<file path="src/hdl/smu_pkg.sv">
// Shared types and constants for the scaled multiply/divide unit.
// Used by smu_div_stage and scaled_muldiv_unit; depends on nothing.
package smu_pkg;

    localparam int QW     = 64;
    localparam int DW     = 32;
    localparam int NSTAGE = QW;

    localparam logic [1:0] FN_MULADD = 2'd0;
    localparam logic [1:0] FN_DIVN   = 2'd1;
    localparam logic [1:0] FN_RATIO  = 2'd2;
    localparam logic [1:0] FN_ROUND  = 2'd3;

    localparam logic [QW-1:0] POS_MAX = 64'h0000_0000_7FFF_FFFF;
    localparam logic [QW-1:0] NEG_MAX = 64'h0000_0000_8000_0000;

    typedef struct packed {
        logic [1:0]    func;
        logic          fix;
        logic [DW-1:0] fix_res;
        logic [DW-1:0] fix_rem;
        logic          fix_err;
        logic          qneg;
        logic          rneg;
        logic [DW-1:0] dvs;
    } t_side;

endpackage

</file>
<file path="src/hdl/smu_div_stage.sv">
// One registered step of the restoring divider: retires one quotient bit.
// Depends on smu_pkg for the sideband type and widths.
module smu_div_stage (
    input  logic                       i_clk,
    input  logic                       i_rst_n,
    input  logic                       i_valid,
    input  smu_pkg::t_side             i_side,
    input  logic [smu_pkg::QW-1:0]     i_q,
    input  logic [smu_pkg::DW-1:0]     i_rem,
    output logic                       o_valid,
    output smu_pkg::t_side             o_side,
    output logic [smu_pkg::QW-1:0]     o_q,
    output logic [smu_pkg::DW-1:0]     o_rem
);
    import smu_pkg::*;

    logic          r_valid;
    t_side         r_side;
    logic [QW-1:0] r_q;
    logic [DW-1:0] r_rem;
    logic [DW:0]   n_trial;
    logic [DW:0]   n_diff;
    logic          n_ge;

    always_comb begin
        n_trial = {i_rem, i_q[QW-1]};
        n_ge    = n_trial >= {1'b0, i_side.dvs};
        n_diff  = n_trial - {1'b0, i_side.dvs};
    end

    always_ff @(posedge i_clk) begin
        if (!i_rst_n) begin
            r_valid <= 1'b0;
        end else begin
            r_valid <= i_valid;
        end
        r_side <= i_side;
        r_q    <= {i_q[QW-2:0], n_ge};
        r_rem  <= n_ge ? n_diff[DW-1:0] : n_trial[DW-1:0];
    end

    assign o_valid = r_valid;
    assign o_side  = r_side;
    assign o_q     = r_q;
    assign o_rem   = r_rem;

endmodule

</file>
<file path="config.mk">
export PLATFORM = sky130hd
export DESIGN_NAME = smu_div_stage
export DESIGN_NICKNAME = d
export VERILOG_FILES = /design/src/hdl/smu_pkg.sv /design/src/hdl/smu_div_stage.sv
export SDC_FILE = /design/constraint.sdc
export NUM_CORES = 1
export LEC_CHECK = 0
export BUFFER_PORTS_ARGS = -buffer_cell sky130_fd_sc_hd__clkbuf_2
export CAP_MARGIN = 25
export CORE_AREA = 2 2 157 159
export DETAILED_ROUTE_END_ITERATION = 8
export DIE_AREA = 0 0 159 161
export SLEW_MARGIN = 0
export SYNTH_ARGS = -nofsm -noshare
export SYNTH_HDL_FRONTEND = slang
export SYNTH_SLANG_ARGS = --single-unit
</file>
<file path="constraint.sdc">
create_clock -name i_clk -period 7.3 [get_ports i_clk]
set_clock_uncertainty 0.05 [all_clocks]
set_input_delay 0.73 -clock i_clk [delete_from_list [all_inputs] [get_ports i_clk]]
set_output_delay 0.73 -clock i_clk [all_outputs]
set_load 0.02 [all_outputs]
</file>
==> reports/qor.yml <==
floorplan:
  rows: 57
  dieArea_um2: 25600
  io_pins: 400
  die_h_um: 161
  initial_core_util: 0.259
  coreArea_um2: 24000
  die_x_um: 159
grt:
  antenna_found_initial: 1
  grt_pass1_wl_um: 32100
  grt_max_degree: 42
  grt.overflow.total: 0
  grt_pass1_vias: 5443
  grt_use_total: 0.167
detailed_routing:
  firstDrtPassIters: 4
  viasPerCell: 4.20
  vias: 5386
  drtIter0Drc: 256
  ant_nets: 0
  postRouteWirelength_um: 22100
  wl_per_cell_um: 17.3
  drc: 0
power_and_ir_drop:
  p_int_w: 0.00182
  p_sw_frac: 0.309
  seqPwrFrac: 0.454
  power_leakage_nw: 4.67
  pwr-share-comb: 0.183
  p_clk_frac: 0.363
  power_switching_w: 0.000813
  p_total_w: 0.00263
  p_per_area_nw_per_um2: 289
  ir_drop_uv: 128
place:
  postPlaceCellArea_um2: 8520
  port_buffers: 399
  hpwl_um: 18200
  place_congestion: 0.852
setup_path:
  required_ps: 7560
  critPathBufInv: 3
  crit_type: "in2reg"
  cpPeakStageDelay_ps: 570
  end_kind: "register"
  slowest_stage: "o31ai_4"
  path_max_fanout: 41
  start_kind: "primary input"
  cp.arrival_ps: 4140
  crit_path_cell_trace: "clkbuf_2 -> inv_1 -> ha_1 -> nand4_1 -> or4_1 -> a21oi_1 -> nor3_1 -> a211oi_2 -> o21ai_2 -> o31ai_4 -> buf_4 -> mux2_2"
  critPathTopFamily: "compound AO/OA/AOI/OAI gates"
cts:
  clock-sinks: 199
  cts_max_level: 4
  cts_setup_buffers: 0
  root_buffer: "clkbuf_16"
  cts_resized: 0
  cts_tree: "done"
  hold_buffers: 0
  clock_path_buffers: 2
  clk_pin_slew_ps: 90
  cts_made_buffers: 17
finish:
  syn_to_final_growth_pct: 47.0
  fin_area_um2: 9110
  nets: 1180
  drive_gt1_frac: 0.460
worst_hold_path:
  hold_class: "in2reg"
sta:
  tightest_slew_ps: 602
  min_period_ps: 3880
  period_share: 0.532
  hold_viol: 0
  timing.fmax_mhz: 257
  setup_viol: 0
  fin_tns_setup_ps: 0
  relSlewSlack: 0.594
  grt_setup_unrepaired: "no"
  drv_slew: 0
logic_synthesis:
  synth_area_um2: 6200
  yosysTopAreaCell: "dfxtp_1"
  syn_inst: 545
  synth_top_area_share: 0.643
  yosysSeqAreaShare: 0.643
  yosys_most_used_dff: "dfxtp_1"
  synth-adder-area-share: 0.0678
  synth-seq-cells: 199
  synthMostInstantiatedCell: "dfxtp_1"
  synth_cell_types: 48
  synth_edf_count: 0
  yosys-top-cells-area: "dfxtp_1 (64%), ha_1 (6.5%), a21oi_1 (4.5%)"
  synth_top_cells_by_count: "dfxtp_1 (199), a21oi_1 (56), inv_1 (38)"
  muxShareOfSynthArea: 0.0198
  synth_top_family_by_area: "compound AO/OA/AOI/OAI gates"
  async_reset_ff_frac: 0
  yosys.area_share.simple: 0.0761
  avgSynthCellArea_um2: 11.4
  synth_compound_area_frac: 0.118
  synth_xor_area_frac: 0.0381
  syn_nets: 779
  yosys_warnings: 0
flow_run:
  drv_cap: 0
run_status:
  outcome: "completed"
-- area by class of cell --
class | count | area [µm²]
Fill cell | 2437 | 14800
Sequential cell | 199 | 3980
Timing Repair Buffer | 400 | 2000
Multi-Input combinational cell | 290 | 1980
Clock buffer | 17 | 425
Tap cell | 324 | 405
Clock inverter | 14 | 168
Inverter | 38 | 143
Antenna cell | 1 | 2.50
-- metrics by stage --
| stage | util | instances | hold WS [ps] | setup WS, ps |
|---|---|---|---|---|
| after floorplan | - | 545 | 708 | 3880 |
| after global placement | 0.356 | 1251 | 783 | 2980 |
| after detailed placement | 0.356 | 1251 | 784 | 2930 |
| after CTS | 0.380 | 1282 | 329 | 3370 |
| after global routing | 0.380 | 1282 | 317 | 3070 |
| final | 0.380 | 1283 | 340 | 3420 |
-- path summary, 6_finish.rpt --
kind | to | cells past startpoint | startpoint
worst max-delay path | o_rem[10] | 12 | i_side[5]
worst min-delay path | o_q[46] | 1 | i_q[45]
-- placed cells by master, fill, tap and decap left out, drive strengths merged, types with 5 or more instances in the layout --
cell type,Yosys,routed
o21ai,18,18
xor2,12,12
ha,32,32
nor2,35,35
nand2,26,26
nand4,8,8
o21a,6,6
nand3,8,8
a31oi,5,5
clkbuf,7,416
mux2,10,10
a21o,12,12
dfxtp,199,199
inv,38,48
xnor2,15,15
a21oi,56,56
-- layer usage --
metal | track usage | part of all wire
met2 | 0.301 | 0.50
met4 | 0.0455 | 0.019
met3 | 0.0557 | 0.064
met1 | 0.188 | 0.41
met5 | 0 | 0.00050
-- kinds of logic (layout without fill, tap and decap cells) --
logic type / count (synthesis) / after routing
xor+xnor: 27 / 27
other cells: 0 / 1
compound gates: 119 / 119
mux: 11 / 11
flops: 199 / 199
buf+inv: 56 / 469
simple gates: 100 / 100
fa+ha+maj: 33 / 33
-- sequential cells by signal, summed over array words and instances, names as in the netlist --
signal / cells
o_side: 102
o_q: 64
o_rem: 32
o_valid: 1
-- power by group through the flow --
stage                     Clock [W]  Sequential (W)  Combinational (W)
after floorplan                   0         0.00133           0.000170
after global placement            0         0.00122           0.000483
after detailed placement          0         0.00122           0.000485
after CTS                  0.000985         0.00120           0.000488
after global routing        0.00103         0.00121           0.000520
final                      0.000957         0.00120           0.000481
(Power assumes the default switching activity.)
